## src/rtl/lru_key_value_cache_macros.svh

```systemverilog
// ----------------------------------------------------------------------------
// lru_key_value_cache_macros.svh
// assertion macros used by the lru key-value cache top level
// ----------------------------------------------------------------------------
`ifndef LRU_KEY_VALUE_CACHE_MACROS_SVH
`define LRU_KEY_VALUE_CACHE_MACROS_SVH

`ifndef ASSERT_OFF

// property must hold at every rising clock edge outside reset
`define LKV_ASSERT(lbl, clk, rstn, prop) \
	lbl: assert property (@(posedge clk) disable iff (!rstn) prop) \
	else $error("lru cache: property failed");

// condition must never be seen outside reset
`define LKV_NEVER(lbl, clk, rstn, cond) \
	lbl: assert property (@(posedge clk) disable iff (!rstn) !(cond)) \
	else $error("lru cache: forbidden condition seen");

`else

`define LKV_ASSERT(lbl, clk, rstn, prop)
`define LKV_NEVER(lbl, clk, rstn, cond)

`endif

`endif

```

## src/rtl/lkv_pkg.sv

```systemverilog
// ----------------------------------------------------------------------------
// lkv_pkg
// types, codes and default sizes of the lru key-value cache
// ----------------------------------------------------------------------------
package lkv_pkg;

	// default sizes handed to the top level parameters
	localparam int ENTRIES_DEF    = 16;
	localparam int KEY_BITS_DEF   = 32;
	localparam int VALUE_BITS_DEF = 32;

	// fixed field widths
	localparam int REQ_W = 2;
	localparam int CAP_W = 5;
	localparam int OCC_W = 5;

	localparam logic [CAP_W-1:0] CAP_RESET = 5'd16;

	// request kinds
	typedef enum logic [REQ_W-1:0] {
		REQ_PUT    = 2'd0,
		REQ_GET    = 2'd1,
		REQ_REMOVE = 2'd2
	} req_kind_t;

	// sequencer states
	typedef enum logic [2:0] {
		ST_IDLE,
		ST_SCAN,
		ST_PLAN,
		ST_UPDATE,
		ST_DONE
	} state_t;

	// write strobes from the sequencer to the entry store
	typedef struct packed {
		logic key_we;
		logic val_we;
		logic rank_we;
	} store_wr_t;

endpackage

```

## src/rtl/lkv_store.sv

```systemverilog
// ----------------------------------------------------------------------------
// lkv_store
// key, value and recency rank memories, one read and one write port each
// ----------------------------------------------------------------------------
module lkv_store #(
	parameter int ENTRIES    = lkv_pkg::ENTRIES_DEF,
	parameter int KEY_BITS   = lkv_pkg::KEY_BITS_DEF,
	parameter int VALUE_BITS = lkv_pkg::VALUE_BITS_DEF
) (
	input  logic                        clk,
	input  logic [$clog2(ENTRIES)-1:0]  rd_addr,
	input  lkv_pkg::store_wr_t          wr,
	input  logic [$clog2(ENTRIES)-1:0]  kv_addr,
	input  logic [KEY_BITS-1:0]         key_wdata,
	input  logic [VALUE_BITS-1:0]       val_wdata,
	input  logic [$clog2(ENTRIES)-1:0]  rank_addr,
	input  logic [$clog2(ENTRIES)-1:0]  rank_wdata,
	output logic [KEY_BITS-1:0]         key_rdata,
	output logic [VALUE_BITS-1:0]       val_rdata,
	output logic [$clog2(ENTRIES)-1:0]  rank_rdata
);
	import lkv_pkg::*;

	localparam int IDX_W = $clog2(ENTRIES);

	logic [KEY_BITS-1:0]   key_mem  [ENTRIES];
	logic [VALUE_BITS-1:0] val_mem  [ENTRIES];
	logic [IDX_W-1:0]      rank_mem [ENTRIES];

	// key memory
	always_ff @(posedge clk) begin
		if (wr.key_we) begin
			key_mem[kv_addr] <= key_wdata;
		end
		key_rdata <= key_mem[rd_addr];
	end

	// value memory
	always_ff @(posedge clk) begin
		if (wr.val_we) begin
			val_mem[kv_addr] <= val_wdata;
		end
		val_rdata <= val_mem[rd_addr];
	end

	// rank memory, written one entry behind the read sweep
	always_ff @(posedge clk) begin
		if (wr.rank_we) begin
			rank_mem[rank_addr] <= rank_wdata;
		end
		rank_rdata <= rank_mem[rd_addr];
	end

endmodule

```

## src/rtl/lkv_ctrl.sv

```systemverilog
// ----------------------------------------------------------------------------
// lkv_ctrl
// sequencer with the shared per-entry unit: a scan sweep for match, lru and
// free slot, then an update sweep that rewrites ranks and valid bits and
// writes the key and value where the plan asks for it
module lkv_ctrl #(
	parameter int ENTRIES    = lkv_pkg::ENTRIES_DEF,
	parameter int KEY_BITS   = lkv_pkg::KEY_BITS_DEF,
	parameter int VALUE_BITS = lkv_pkg::VALUE_BITS_DEF
) (
	input  logic                          clk,
	input  logic                          arst_n,
	// request side
	input  logic                          req_valid,
	input  logic [lkv_pkg::REQ_W-1:0]     req_type,
	input  logic [KEY_BITS-1:0]           key,
	input  logic [VALUE_BITS-1:0]         value_in,
	output logic                          busy,
	// configuration
	input  logic [lkv_pkg::CAP_W-1:0]     cap,
	// result side
	input  logic                          out_free,
	output logic                          res_vld,
	output logic                          res_status,
	output logic [VALUE_BITS-1:0]         res_value,
	output logic [$clog2(ENTRIES+1)-1:0]  count,
	// entry store
	output logic [$clog2(ENTRIES)-1:0]    rd_addr,
	output lkv_pkg::store_wr_t            wr,
	output logic [$clog2(ENTRIES)-1:0]    kv_addr,
	output logic [KEY_BITS-1:0]           key_wdata,
	output logic [VALUE_BITS-1:0]         val_wdata,
	output logic [$clog2(ENTRIES)-1:0]    rank_addr,
	output logic [$clog2(ENTRIES)-1:0]    rank_wdata,
	input  logic [KEY_BITS-1:0]           key_rdata,
	input  logic [VALUE_BITS-1:0]         val_rdata,
	input  logic [$clog2(ENTRIES)-1:0]    rank_rdata
);
	import lkv_pkg::*;

	localparam int IDX_W  = $clog2(ENTRIES);
	localparam int RANK_W = IDX_W;
	localparam int CNT_W  = $clog2(ENTRIES + 1);

	state_t state_q, state_d;

	logic [CNT_W-1:0]   cnt_q;
	logic               sweep_last;
	logic               issue;
	logic               pipe_vld_s1;
	logic [IDX_W-1:0]   idx_s1;

	logic [ENTRIES-1:0] valid_q;
	logic [CNT_W-1:0]   count_q;

	// request held for the whole sequence
	logic [REQ_W-1:0]      req_q;
	logic [KEY_BITS-1:0]   key_q;
	logic [VALUE_BITS-1:0] value_q;

	// scan results
	logic                  hit_q;
	logic [IDX_W-1:0]      hit_idx_q;
	logic [RANK_W-1:0]     hit_rank_q;
	logic [VALUE_BITS-1:0] hit_val_q;
	logic                  lru_found_q;
	logic [IDX_W-1:0]      lru_idx_q;
	logic [RANK_W-1:0]     lru_rank_q;
	logic                  free_found_q;
	logic [IDX_W-1:0]      free_idx_q;

	// plan, combinational and registered
	logic                  fr_en_d, fr_en_q;
	logic [IDX_W-1:0]      fr_idx_d, fr_idx_q;
	logic [RANK_W-1:0]     fr_rank_d, fr_rank_q;
	logic                  pr_en_d, pr_en_q;
	logic [IDX_W-1:0]      pr_idx_d, pr_idx_q;
	logic [CNT_W-1:0]      pr_lim_d, pr_lim_q;
	logic                  key_we_d, key_we_q;
	logic                  val_we_d, val_we_q;
	logic [IDX_W-1:0]      kv_idx_d, kv_idx_q;
	logic                  status_d, status_q;
	logic [VALUE_BITS-1:0] vout_d, vout_q;
	logic [CNT_W-1:0]      count_new_d, count_new_q;

	logic [CNT_W-1:0]      eff_cap;
	logic                  evict;
	logic                  ins_ok;
	logic [IDX_W-1:0]      new_idx;
	logic [CNT_W-1:0]      cnt_after_evict;

	// shared per-entry unit signals
	logic                  ent_valid;
	logic                  scan_match;
	logic                  scan_lru;
	logic                  ent_v1, ent_v2;
	logic [RANK_W-1:0]     ent_r1, ent_r2;

	// sweep counter runs one past the last entry to drain the read latency
	assign sweep_last = (cnt_q == CNT_W'(ENTRIES));

	// next state
	always_comb begin
		state_d = state_q;
		unique case (state_q)
			ST_IDLE:   if (req_valid) state_d = ST_SCAN;
			ST_SCAN:   if (sweep_last) state_d = ST_PLAN;
			ST_PLAN:   state_d = ST_UPDATE;
			ST_UPDATE: if (sweep_last) state_d = ST_DONE;
			ST_DONE:   if (out_free) state_d = ST_IDLE;
			default:   state_d = ST_IDLE;
		endcase
	end

	// sequencer outputs
	always_comb begin
		busy       = (state_q != ST_IDLE);
		res_vld    = (state_q == ST_DONE) && out_free;
		issue      = ((state_q == ST_SCAN) || (state_q == ST_UPDATE)) && !sweep_last;
		wr.key_we  = (state_q == ST_UPDATE) && (cnt_q == '0) && key_we_q;
		wr.val_we  = (state_q == ST_UPDATE) && (cnt_q == '0) && val_we_q;
		wr.rank_we = (state_q == ST_UPDATE) && pipe_vld_s1;
	end

	assign rd_addr    = cnt_q[IDX_W-1:0];
	assign kv_addr    = kv_idx_q;
	assign key_wdata  = key_q;
	assign val_wdata  = value_q;
	assign rank_addr  = idx_s1;
	assign rank_wdata = ent_r2;
	assign res_status = status_q;
	assign res_value  = vout_q;
	assign count      = count_q;

	// state, sweep counter and read pipeline
	always_ff @(posedge clk or negedge arst_n) begin
		if (!arst_n) begin
			state_q     <= ST_IDLE;
			cnt_q       <= '0;
			pipe_vld_s1 <= 1'b0;
		end else begin
			state_q     <= state_d;
			pipe_vld_s1 <= issue;
			if (issue) begin
				cnt_q <= cnt_q + CNT_W'(1);
			end else if ((state_q == ST_IDLE) || (state_q == ST_PLAN)) begin
				cnt_q <= '0;
			end
		end
	end

	always_ff @(posedge clk) begin
		idx_s1 <= cnt_q[IDX_W-1:0];
	end

	// shared per-entry unit: scan evaluation
	always_comb begin
		ent_valid  = valid_q[idx_s1];
		scan_match = ent_valid && (key_rdata == key_q);
		scan_lru   = ent_valid && ((CNT_W'(rank_rdata) + CNT_W'(1)) == count_q);
	end

	// shared per-entry unit: rank update, free step then promote step
	always_comb begin
		ent_v1 = ent_valid;
		ent_r1 = rank_rdata;
		if (fr_en_q && (idx_s1 == fr_idx_q)) begin
			ent_v1 = 1'b0;
			ent_r1 = '0;
		end else if (fr_en_q && ent_valid && (rank_rdata > fr_rank_q)) begin
			ent_r1 = rank_rdata - RANK_W'(1);
		end
		ent_v2 = ent_v1;
		ent_r2 = ent_r1;
		if (pr_en_q && (idx_s1 == pr_idx_q)) begin
			ent_v2 = 1'b1;
			ent_r2 = '0;
		end else if (pr_en_q && ent_v1 && (CNT_W'(ent_r1) < pr_lim_q)) begin
			ent_r2 = ent_r1 + RANK_W'(1);
		end
	end

	// request capture and scan results
	always_ff @(posedge clk) begin
		if ((state_q == ST_IDLE) && req_valid) begin
			req_q        <= req_type;
			key_q        <= key;
			value_q      <= value_in;
			hit_q        <= 1'b0;
			lru_found_q  <= 1'b0;
			free_found_q <= 1'b0;
		end else if ((state_q == ST_SCAN) && pipe_vld_s1) begin
			if (scan_match && !hit_q) begin
				hit_q      <= 1'b1;
				hit_idx_q  <= idx_s1;
				hit_rank_q <= rank_rdata;
				hit_val_q  <= val_rdata;
			end
			if (scan_lru && !lru_found_q) begin
				lru_found_q <= 1'b1;
				lru_idx_q   <= idx_s1;
				lru_rank_q  <= rank_rdata;
			end
			if (!ent_valid && !free_found_q) begin
				free_found_q <= 1'b1;
				free_idx_q   <= idx_s1;
			end
		end
	end

	// capacity clamp and insert slot choice
	always_comb begin
		if (cap == '0) begin
			eff_cap = CNT_W'(1);
		end else if (int'(cap) > ENTRIES) begin
			eff_cap = CNT_W'(ENTRIES);
		end else begin
			eff_cap = CNT_W'(cap);
		end
		evict           = (count_q >= eff_cap) && lru_found_q;
		ins_ok          = evict || free_found_q;
		cnt_after_evict = count_q - CNT_W'(evict);
		if (evict && (!free_found_q || (lru_idx_q < free_idx_q))) begin
			new_idx = lru_idx_q;
		end else begin
			new_idx = free_idx_q;
		end
	end

	// plan decoder
	always_comb begin
		fr_en_d     = 1'b0;
		fr_idx_d    = hit_idx_q;
		fr_rank_d   = hit_rank_q;
		pr_en_d     = 1'b0;
		pr_idx_d    = hit_idx_q;
		pr_lim_d    = CNT_W'(hit_rank_q);
		key_we_d    = 1'b0;
		val_we_d    = 1'b0;
		kv_idx_d    = hit_idx_q;
		status_d    = 1'b0;
		vout_d      = '0;
		count_new_d = count_q;
		unique case (req_q)
			REQ_PUT: begin
				status_d = 1'b1;
				if (hit_q) begin
					pr_en_d  = 1'b1;
					val_we_d = 1'b1;
				end else begin
					fr_en_d     = evict;
					fr_idx_d    = lru_idx_q;
					fr_rank_d   = lru_rank_q;
					pr_en_d     = ins_ok;
					pr_idx_d    = new_idx;
					pr_lim_d    = cnt_after_evict;
					key_we_d    = ins_ok;
					val_we_d    = ins_ok;
					kv_idx_d    = new_idx;
					count_new_d = cnt_after_evict + CNT_W'(ins_ok);
				end
			end
			REQ_GET: begin
				if (hit_q) begin
					status_d = 1'b1;
					vout_d   = hit_val_q;
					pr_en_d  = 1'b1;
				end
			end
			REQ_REMOVE: begin
				if (hit_q) begin
					status_d = 1'b1;
					fr_en_d  = 1'b1;
					if (count_q != '0) begin
						count_new_d = count_q - CNT_W'(1);
					end
				end
			end
			default: begin
				status_d = 1'b0;
			end
		endcase
	end

	always_ff @(posedge clk) begin
		if (state_q == ST_PLAN) begin
			fr_en_q     <= fr_en_d;
			fr_idx_q    <= fr_idx_d;
			fr_rank_q   <= fr_rank_d;
			pr_en_q     <= pr_en_d;
			pr_idx_q    <= pr_idx_d;
			pr_lim_q    <= pr_lim_d;
			key_we_q    <= key_we_d;
			val_we_q    <= val_we_d;
			kv_idx_q    <= kv_idx_d;
			status_q    <= status_d;
			vout_q      <= vout_d;
			count_new_q <= count_new_d;
		end
	end

	// valid bits and occupancy
	always_ff @(posedge clk or negedge arst_n) begin
		if (!arst_n) begin
			valid_q <= '0;
			count_q <= '0;
		end else if (state_q == ST_UPDATE) begin
			if (pipe_vld_s1) begin
				valid_q[idx_s1] <= ent_v2;
			end
			if (sweep_last) begin
				count_q <= count_new_q;
			end
		end
	end

endmodule

```

## src/rtl/lru_key_value_cache.sv

```systemverilog
// ----------------------------------------------------------------------------
// lru_key_value_cache
// fully associative key-value store with least-recently-used replacement
//
//  channel   signals                          direction   transfer when
//  req       req_valid req_stall req_type     in          valid && !stall
//            key value_in
//  rsp       rsp_valid rsp_stall status       out         valid && !stall
//            value_out occupancy
//  cfg       cfg_valid cfg_ready cfg_data     in          valid && ready
//
// one request runs from transfer to result as a scan sweep and an update
// sweep over the entry memories, one entry a cycle through the single
// per-entry unit, each sweep running one step past the last entry for the
// registered memory read. req_stall is high for the whole sequence. a result
// waits in the output register while rsp_stall is high; the next request is
// taken meanwhile and held at its end until the register frees. reset clears
// all valid bits at once and sets capacity to 16.
// ----------------------------------------------------------------------------
`include "lru_key_value_cache_macros.svh"

module lru_key_value_cache #(
	parameter int ENTRIES    = lkv_pkg::ENTRIES_DEF,
	parameter int KEY_BITS   = lkv_pkg::KEY_BITS_DEF,
	parameter int VALUE_BITS = lkv_pkg::VALUE_BITS_DEF
) (
	input  logic                      clk,
	input  logic                      arst_n,
	// configuration
	input  logic                      cfg_valid,
	output logic                      cfg_ready,
	input  logic [lkv_pkg::CAP_W-1:0] cfg_data,
	// requests
	input  logic                      req_valid,
	output logic                      req_stall,
	input  logic [lkv_pkg::REQ_W-1:0] req_type,
	input  logic [KEY_BITS-1:0]       key,
	input  logic [VALUE_BITS-1:0]     value_in,
	// results
	output logic                      rsp_valid,
	input  logic                      rsp_stall,
	output logic                      status,
	output logic [VALUE_BITS-1:0]     value_out,
	output logic [lkv_pkg::OCC_W-1:0] occupancy
);
	import lkv_pkg::*;

	localparam int IDX_W = $clog2(ENTRIES);
	localparam int CNT_W = $clog2(ENTRIES + 1);

	logic [CAP_W-1:0]      cap_q;
	logic                  busy;
	logic                  out_free;
	logic                  res_vld;
	logic                  res_status;
	logic [VALUE_BITS-1:0] res_value;
	logic [CNT_W-1:0]      count_w;
	logic                  rsp_valid_q;
	logic                  rsp_status_q;
	logic [VALUE_BITS-1:0] rsp_value_q;
	logic [OCC_W-1:0]      rsp_occ_q;

	logic [IDX_W-1:0]      rd_addr;
	store_wr_t             wr;
	logic [IDX_W-1:0]      kv_addr;
	logic [KEY_BITS-1:0]   key_wdata;
	logic [VALUE_BITS-1:0] val_wdata;
	logic [IDX_W-1:0]      rank_addr;
	logic [IDX_W-1:0]      rank_wdata;
	logic [KEY_BITS-1:0]   key_rdata;
	logic [VALUE_BITS-1:0] val_rdata;
	logic [IDX_W-1:0]      rank_rdata;

	// capacity register
	assign cfg_ready = 1'b1;

	always_ff @(posedge clk or negedge arst_n) begin
		if (!arst_n) begin
			cap_q <= CAP_RESET;
		end else if (cfg_valid && cfg_ready) begin
			cap_q <= cfg_data;
		end
	end

	// sequencer and per-entry unit
	lkv_ctrl #(
		.ENTRIES    (ENTRIES),
		.KEY_BITS   (KEY_BITS),
		.VALUE_BITS (VALUE_BITS)
	) u_ctrl (
		.clk        (clk),
		.arst_n     (arst_n),
		.req_valid  (req_valid),
		.req_type   (req_type),
		.key        (key),
		.value_in   (value_in),
		.busy       (busy),
		.cap        (cap_q),
		.out_free   (out_free),
		.res_vld    (res_vld),
		.res_status (res_status),
		.res_value  (res_value),
		.count      (count_w),
		.rd_addr    (rd_addr),
		.wr         (wr),
		.kv_addr    (kv_addr),
		.key_wdata  (key_wdata),
		.val_wdata  (val_wdata),
		.rank_addr  (rank_addr),
		.rank_wdata (rank_wdata),
		.key_rdata  (key_rdata),
		.val_rdata  (val_rdata),
		.rank_rdata (rank_rdata)
	);

	// entry memories
	lkv_store #(
		.ENTRIES    (ENTRIES),
		.KEY_BITS   (KEY_BITS),
		.VALUE_BITS (VALUE_BITS)
	) u_store (
		.clk        (clk),
		.rd_addr    (rd_addr),
		.wr         (wr),
		.kv_addr    (kv_addr),
		.key_wdata  (key_wdata),
		.val_wdata  (val_wdata),
		.rank_addr  (rank_addr),
		.rank_wdata (rank_wdata),
		.key_rdata  (key_rdata),
		.val_rdata  (val_rdata),
		.rank_rdata (rank_rdata)
	);

	assign req_stall = busy;

	// output register
	assign out_free = !rsp_valid_q || !rsp_stall;

	always_ff @(posedge clk or negedge arst_n) begin
		if (!arst_n) begin
			rsp_valid_q <= 1'b0;
		end else if (res_vld) begin
			rsp_valid_q <= 1'b1;
		end else if (!rsp_stall) begin
			rsp_valid_q <= 1'b0;
		end
	end

	always_ff @(posedge clk) begin
		if (res_vld) begin
			rsp_status_q <= res_status;
			rsp_value_q  <= res_value;
			rsp_occ_q    <= OCC_W'(count_w);
		end
	end

	assign rsp_valid = rsp_valid_q;
	assign status    = rsp_status_q;
	assign value_out = rsp_value_q;
	assign occupancy = rsp_occ_q;

	// checks
	`LKV_ASSERT(a_busy_after_transfer, clk, arst_n, req_valid && !req_stall |=> req_stall)
	`LKV_NEVER(a_no_result_overwrite, clk, arst_n, res_vld && rsp_valid_q && rsp_stall)
	`LKV_ASSERT(a_count_moves_when_busy, clk, arst_n, !$stable(count_w) |-> $past(req_stall))

endmodule
```

## config.mk

```make
export PLATFORM = sky130hd
export DESIGN_NAME = lru_key_value_cache
export DESIGN_NICKNAME = d
export VERILOG_FILES = /design/src/rtl/lkv_pkg.sv /design/src/rtl/lkv_store.sv /design/src/rtl/lkv_ctrl.sv /design/src/rtl/lru_key_value_cache.sv
export VERILOG_INCLUDE_DIRS = /design/src /design/src/rtl
export SDC_FILE = /design/constraint.sdc
export NUM_CORES = 1
export LEC_CHECK = 0
export BUFFER_PORTS_ARGS = -buffer_cell sky130_fd_sc_hd__buf_2
export CORE_MARGIN = 2
export CORE_UTILIZATION = 26
export DETAILED_ROUTE_END_ITERATION = 16
export SETUP_SLACK_MARGIN = 0.4
export SKIP_CTS_REPAIR_TIMING = 1
export SYNTH_ARGS = -nofsm -noshare
export SYNTH_HDL_FRONTEND = slang
export SYNTH_HIERARCHICAL = 1
export SYNTH_SLANG_ARGS = --single-unit
```

## constraint.sdc

```tcl
create_clock -name clk -period 5.6 [get_ports clk]
set_input_delay 0 -clock clk [delete_from_list [all_inputs] [get_ports clk]]
set_output_delay 0 -clock clk [all_outputs]
set_load 0.05 [all_outputs]
```

After elaboration in Yosys (flattened, before gate mapping)
Memories as Yosys holds them, arrays and structs flattened. A register that Yosys moved wholly into a read port is not among the register bits.
Cells that the tools add are included.

word-level totals
  memory bits (writable) = 1,088
  memories = 3
  flip-flop bits (word level) = 258
  logic and storage cells = 170
  input port bits = 76
  output and inout port bits = 41

memory list
  name              words  width  read ports  clocked after Yosys merged registers in  write ports  line             text
  u_store.key_mem   16     32     1           1                                        1            lkv_store.sv:26  logic [KEY_BITS-1:0] key_mem [ENTRIES];
  u_store.val_mem   16     32     1           1                                        1            lkv_store.sv:27  logic [VALUE_BITS-1:0] val_mem [ENTRIES];
  u_store.rank_mem  16     4      1           1                                        1            lkv_store.sv:28  logic [IDX_W-1:0] rank_mem [ENTRIES];

operators by class
  eq/ne operators = 16
  bitwise logic cells = 2
  muxes and demuxes = 47
  magnitude comparators = 7
  add/subtract/negate cells = 7
  reductions and logical operators = 53

operators with widths
  operator                                                number
  2-to-1 mux 4 bit                                        13
  2-to-1 mux 5 bit                                        7
  == test 32 bit                                          1
  logical AND 1 bit                                       22
  bitwise mux 16 bit                                      1
  2-to-1 mux 1 bit                                        15
  case mux 3 bit (5 select lines)                         1
  2-to-1 mux 3 bit                                        4
  AND reduction 2 bit                                     6
  zero test 5 bit                                         2
  case mux 5 bit (2 select lines)                         1
  AND reduction 3 bit                                     3
  == test 4 bit                                           2
  inequality test 2 x 1 -> 1 bit (second input constant)  4
  zero test 1 bit                                         7
  == test 3 x 2 -> 1 bit (second input constant)          2
  case mux 1 bit (2 select lines)                         3
  adder 4 x 1 -> 5 bit (second input constant)            1
  adder 5 x 1 -> 5 bit                                    1
  adder 5 x 1 -> 5 bit (second input constant)            1
  == test 5 bit                                           1
  == test 5 bit (second input constant)                   1
  >= comparator 5 bit                                     1
  greater-than comparator 5 bit (second input constant)   1
  25 further kinds                                        31

Logic depth before layout (Yosys ltp)
  depth after elaboration = 10
  depth in mapped cells = 21
  depth with buffers taken out = 21

Hierarchy
Netlist, hierarchy kept.

by module, submodules not included
  module               times used  seq. area each (um2)  cells an instance  area an instance (um2)
  lkv_store            1           34,032.6              1,798              42,193.0
  lkv_ctrl             1           6,206.0               677                9,288.9
  lru_key_value_cache  1           1,292.5               53                 1,371.3

Worst setup path before layout
No wires, ideal clock.

  path type = reg-to-reg
  start point = reg u_ctrl.state_q[1]
  end point = reg u_ctrl.count_new_q[0] (enable)
  path buffers = 1
  data required time = 5.039 ns
  setup time = 0.561 ns
  clock period less this slack = 5.465 ns
  setup slack = 0.135 ns
  cell stages (with the launch flop) = 3
  arrival time = 4.905 ns
  cell sequence = dfrtp_1 -> clkbuf_1 -> nor3b_1

on the way
  word-level cells in the longest chain between the ends = 1

RTL lines
  what                      line             text
  start: declaration        lkv_ctrl.sv:45   state_t state_q, state_d;
  start signal: assignment  lkv_ctrl.sv:142  state_q <= state_d;
  == test 3 x 2 -> 1 bit    lkv_ctrl.sv:286  if (state_q == ST_PLAN) begin
  end signal: assignment    lkv_ctrl.sv:298  count_new_q <= count_new_d;
  end: declaration          lkv_ctrl.sv:84   logic [CNT_W-1:0] count_new_d, count_new_q;

No other way between the ends.
A chain may end at the register's enable or synchronous reset.

Worst setup path after layout
  start point = reg u_ctrl.idx_s1[1], in the netlist u_ctrl/rank_addr[1]
  end point = mem u_store/rank_mem[0][2] (netlist name), data pin

on the way
  word-level cells in the longest chain between the ends = 10
  elaborated cells between the ends (all ways) = 17
  classes of those cells = 1 x add/sub; 1 x order compare; 2 x eq/ne; 7 x mux; 6 x reduce/logical

RTL lines
  what                                    line                       text
  start: declaration                      lkv_ctrl.sv:51             logic [IDX_W-1:0] idx_s1;
  start signal: assignment                lkv_ctrl.sv:153            idx_s1 <= cnt_q[IDX_W-1:0];
  binary-select mux 1 bit (select 4 bit)  lkv_ctrl.sv:158            ent_valid = valid_q[idx_s1];
  2-to-1 mux 1 bit (not written as such)  lkv_ctrl.sv:158
  logical AND 1 bit (2 in a row)          lkv_ctrl.sv:170            end else if (fr_en_q && ent_valid && (rank_rdata > fr_rank_q)) begin
  2-to-1 mux 4 bit                        lkv_ctrl.sv:170
  2-to-1 mux 4 bit                        lkv_ctrl.sv:167            if (fr_en_q && (idx_s1 == fr_idx_q)) begin
  less-than comparator 4 x 5 -> 1 bit     lkv_ctrl.sv:178            end else if (pr_en_q && ent_v1 && (CNT_W'(ent_r1) < pr_lim_q)) begin
  logical AND 1 bit                       lkv_ctrl.sv:178
  2-to-1 mux 4 bit                        lkv_ctrl.sv:178
  2-to-1 mux 4 bit (*)                    lkv_ctrl.sv:175            if (pr_en_q && (idx_s1 == pr_idx_q)) begin
  via rank_wdata[2]                       lru_key_value_cache.sv:69  logic [IDX_W-1:0] rank_wdata;
  end: declaration                        lkv_store.sv:28

The timed path passes the listed nets; every way through them passes the cells marked *. The select of a mux whose other input is x is not followed.

==> results.md <==
* Status: completed
* Synth area leader: edfxtp_1
* Crit-path max FO at 20
* Flop pwr share at 0.456
* Syn Inst Count at 2528
* First-pass GRT wire length at 174.5 mm
* Top delay family on crit path: compound AO/OA/AOI/OAI gates
* Asr flop ratio synth at 0.02546
* Final core occ at 0.3117
* Avg WL per Cell at 21.12 um
* Crit path cell chain: mux4_1, nand2b_1, a22o_4, nand3_1, xor2_1, nor2_1, ha_1, and4b_1, nand2b_1, nand2_1, a2111oi_2, o211ai_1, a21oi_1
* Synth Cell Area at 52850 um2
* Post-route clock period utilization at 0.8486
* GRT busiest layer: met2
* Initial antenna violation count at 13
* Worst-path clk slew at 60 ps
* Root buf cell: clkbuf_16
* Switching Fraction at 0.2771
* Tmin final at 4752 ps
* H-Tree Depth at 4
* Cell variety after synth at 55
* Worst slew margin at 0.2531
* Syn Nets at between 2000 and 3000
* Final-report hold violation count at 0
* Pint at 20.24 mW
* Combinational power share at 0.211
* Via count at 25202
* Max-cap viol count at 0
* Die Width at 454.9 um
* Synth Area in Adders at 0.006865
* Clock Tree Buf Depth at 3
* Top-count cell post-synth: edfxtp_1
* # setup viols final at 0
* Compound-Gate Fraction of Synth Area at 0.03011
* Initial DRC Count at 1912
* Crit path max-delay cell type: a21oi_1
* IO Port Bufs at 115
* Startpoint Class: flip-flop
* CTS tree: yes
* Worst vdd rail ir drop at 0.0004644 V
* Worst EP arrival at 5170 ps
* Setup TNS at 0 ps
* Largest net degree at the start of global routing at about 110
* Post-DP Area at 56990 um2
* Met3 Track Usage GR at 0.02159
* Die area at between 200000 and 250000 um2
* FMAX at about 210 MHz
* Yosys warnings at 6
* Clock Sinks at approximately 1400
* Die height at between 400 and 500 um
* Routed Antenna Nets at 0
* DR vias/cell at 4.460
* Pwr Total at 28.00 mW
* I/O pin cnt at 117
* Worst Tran Pin Value at roughly 1100 ps
* CP Capture Type: flip-flop
* RSZ-0062 raised after global routing: no
* Share of cells above drive strength 1 at 0.2481
* Met1 Use GR at 0.1487
* Switching power total at 7.759 mW
* Seq cells post-synth at 1414
* Gpl congestion at between 0.7 and 0.8
* Main combinational cell family by area after synthesis: multiplexers
* Routed wire length at 119.3 mm
* Post-synth EDFFs at 1303
* DRC at 0
* Simple-gate share of the synthesized area at 0.03108
* DRT Pass-1 Iters at 5
* Clock power frac at 0.333
* Syn avg cell area at 20.91 um2
* Most frequent cells after synthesis: edfxtp_1 (1303), mux4_2 (272), a22oi_1 (138), nand2_1 (127), nor2_1 (87)
* Main synth FF type: edfxtp_1
* Leakage power at 20.37 nW
* Slew Limit Fails at 0
* Proportion of synthesized area in mux cells at 0.1240
* Clock skew at 40.82 ps
* Final nets at a little under 3000
* Worst Hold Class: in2reg
* Core ar. at 202100 um2
* Final instance area at 62990 um2
* Crit path largest cell delay at 790 ps
* Critical setup path kind: reg2reg
* CP bufs+invs at 0
* Vias in the first global route at 25548
* Pwr dens at 444.5 nW/um2
* WP data required at 6020 ps
* Largest cells by area after synthesis: edfxtp_1 (74%), mux4_2 (12%), dfxtp_1 (2.8%)
* Met2 usage at 0.1919
* Inserted Clock Buffers at roughly 140
* Post-DP HPWL at just under 70 mm
* Initial Utilization at 0.2615
* Grt total ovfl at 0
* CP most frequent cell: nand2b_1
* Post-Synth XOR/XNOR Area at 0.009280
* Yosys top cell area share at 0.7403
* Synth-to-layout area growth at 19.19%
* Sequential fraction of the synthesis area at 0.7858
* FP Rows at 165
* Clock Latency Late Sink at 780 ps
* GRT Overall Usage at 0.1137
[flip-flops by register name, summed over array words and instances, names as in the netlist, 16 cells and up]
signal / count
u_store/key_mem: 512
u_store/val_mem: 512
u_store/rank_mem: 64
u_ctrl/hit_val_q: 32
u_ctrl/key_wdata: 32
u_ctrl/res_value: 32
u_ctrl/val_wdata: 32
u_store/key_rdata: 32
u_store/val_rdata: 32
value_out: 32
u_ctrl/valid_q: 16
[placed cells by master (no fill, tap or decap), types with 5 or more instances in the layout]
| cell | netlist | final |
|---|---|---|
| clkbuf_1 | 73 | 31 |
| ha_1 | 29 | 29 |
| a21oi_1 | 20 | 20 |
| dfrtp_1 | 35 | 33 |
| xor2_1 | 39 | 39 |
| clkinv_2 | 0 | 24 |
| mux2i_1 | 7 | 7 |
| dlygate4sd3_1 | 0 | 139 |
| nor2_1 | 87 | 53 |
| a31oi_1 | 5 | 5 |
| buf_2 | 32 | 115 |
| clkinv_1 | 0 | 17 |
| clkinv_4 | 0 | 5 |
| nand4_1 | 8 | 8 |
| clkbuf_16 | 0 | 139 |
| edfxtp_1 | 1303 | 1303 |
| mux2_2 | 27 | 27 |
| nor3_1 | 18 | 18 |
| o21ai_0 | 23 | 23 |
| nand3b_1 | 8 | 8 |
| nand3_1 | 9 | 9 |
| clkbuf_8 | 0 | 12 |
| nor2b_1 | 7 | 5 |
| clkinv_8 | 0 | 5 |
| o211ai_1 | 6 | 6 |
| a22oi_1 | 138 | 138 |
| xnor2_1 | 17 | 17 |
| nor2_4 | 0 | 34 |
| nand2_1 | 127 | 127 |
| and3_1 | 37 | 36 |
| mux4_2 | 272 | 272 |
| bufinv_16 | 0 | 10 |
| nor4_1 | 10 | 10 |
| dfxtp_1 | 75 | 74 |
| inv_1 | 30 | 29 |
| buf_4 | 13 | 57 |
| a21o_1 | 12 | 12 |
| nand2b_1 | 15 | 15 |
[routing by layer]
metal	wire length, um	part of all wire
met1	51260	0.43
met2	59740	0.50
met3	5891	0.049
met4	2320	0.019
met5	109	0.00091
[layout make-up]
cell class,instances,area [um2]
fill,19207,139100
sequential,1414,41540
multi-input combinational,961,10930
clock buffer,182,3760
tap,2672,3343
timing repair buffer,314,2455
clock inverter,74,842.1
inverter,30,115.1
antenna,4,10.01
[cell families (layout without fill, tap and decap cells)]
| logic type | count (synthesis) | in the layout |
|---|---|---|
| and+or+nand+nor | 345 | 345 |
| adders and majority gates | 29 | 29 |
| AOI/OAI and AO/OA | 222 | 222 |
| buffers and inverters | 153 | 600 |
| DFF | 1414 | 1414 |
| muxes | 308 | 308 |
| other | 1 | 5 |
| xor gates and xnor gates | 56 | 56 |
[worst register-to-register path: cells and delay by family, from the launching register on]
kind | cells | cell delay [ps]
fa+ha+maj | 1 | 310
compound gates | 4 | 1780
flops | 1 | 780
mux | 1 | 390
xor+xnor | 1 | 340
simple gates | 6 | 790
[worst paths after layout]
check / from / to / slack (ps) / cells after the start
max: u_ctrl/rank_addr[1] / u_store/rank_mem[0][2] / 850 / 13
min: key[3] / u_ctrl/key_wdata[3] / 20 / 2
max reg2reg: u_ctrl/rank_addr[1] / u_store/rank_mem[0][2] / 850 / 13
min reg2reg: u_store/val_rdata[7] / u_ctrl/hit_val_q[7] / 370 / 0
max in group asynchronous: arst_n / u_ctrl/count[3] / 3730 / 4
min in group asynchronous: arst_n / u_ctrl/state_q[1] / 360 / 3
[per-stage QoR]
stage / std cells / setup WS [ps] / hold WS [ps]
4_1_cts: 5508 / 790.5 / -676.2
2_1_floorplan: 2528 / 1382 / -295.6
3_3_place_gp: 5252 / 971.6 / 176.4
3_5_place_dp: 5252 / 835.9 / 178.3
6_report: 5651 / 848.1 / 23.02
5_1_grt: 5651 / 427.8 / 0.7678
[power by group through the flow]
stage          registers (mW)  clock network (mW)  logic (mW)
6_report                 12.8                9.33        5.90
5_1_grt                  12.8                9.96        6.43
3_5_place_dp             13.0                   0        5.92
4_1_cts                  12.8                9.57        5.94
3_3_place_gp             13.0                   0        5.89
2_1_floorplan            12.7                   0        4.55
Note: power is estimated with default switching activity, not from simulation.
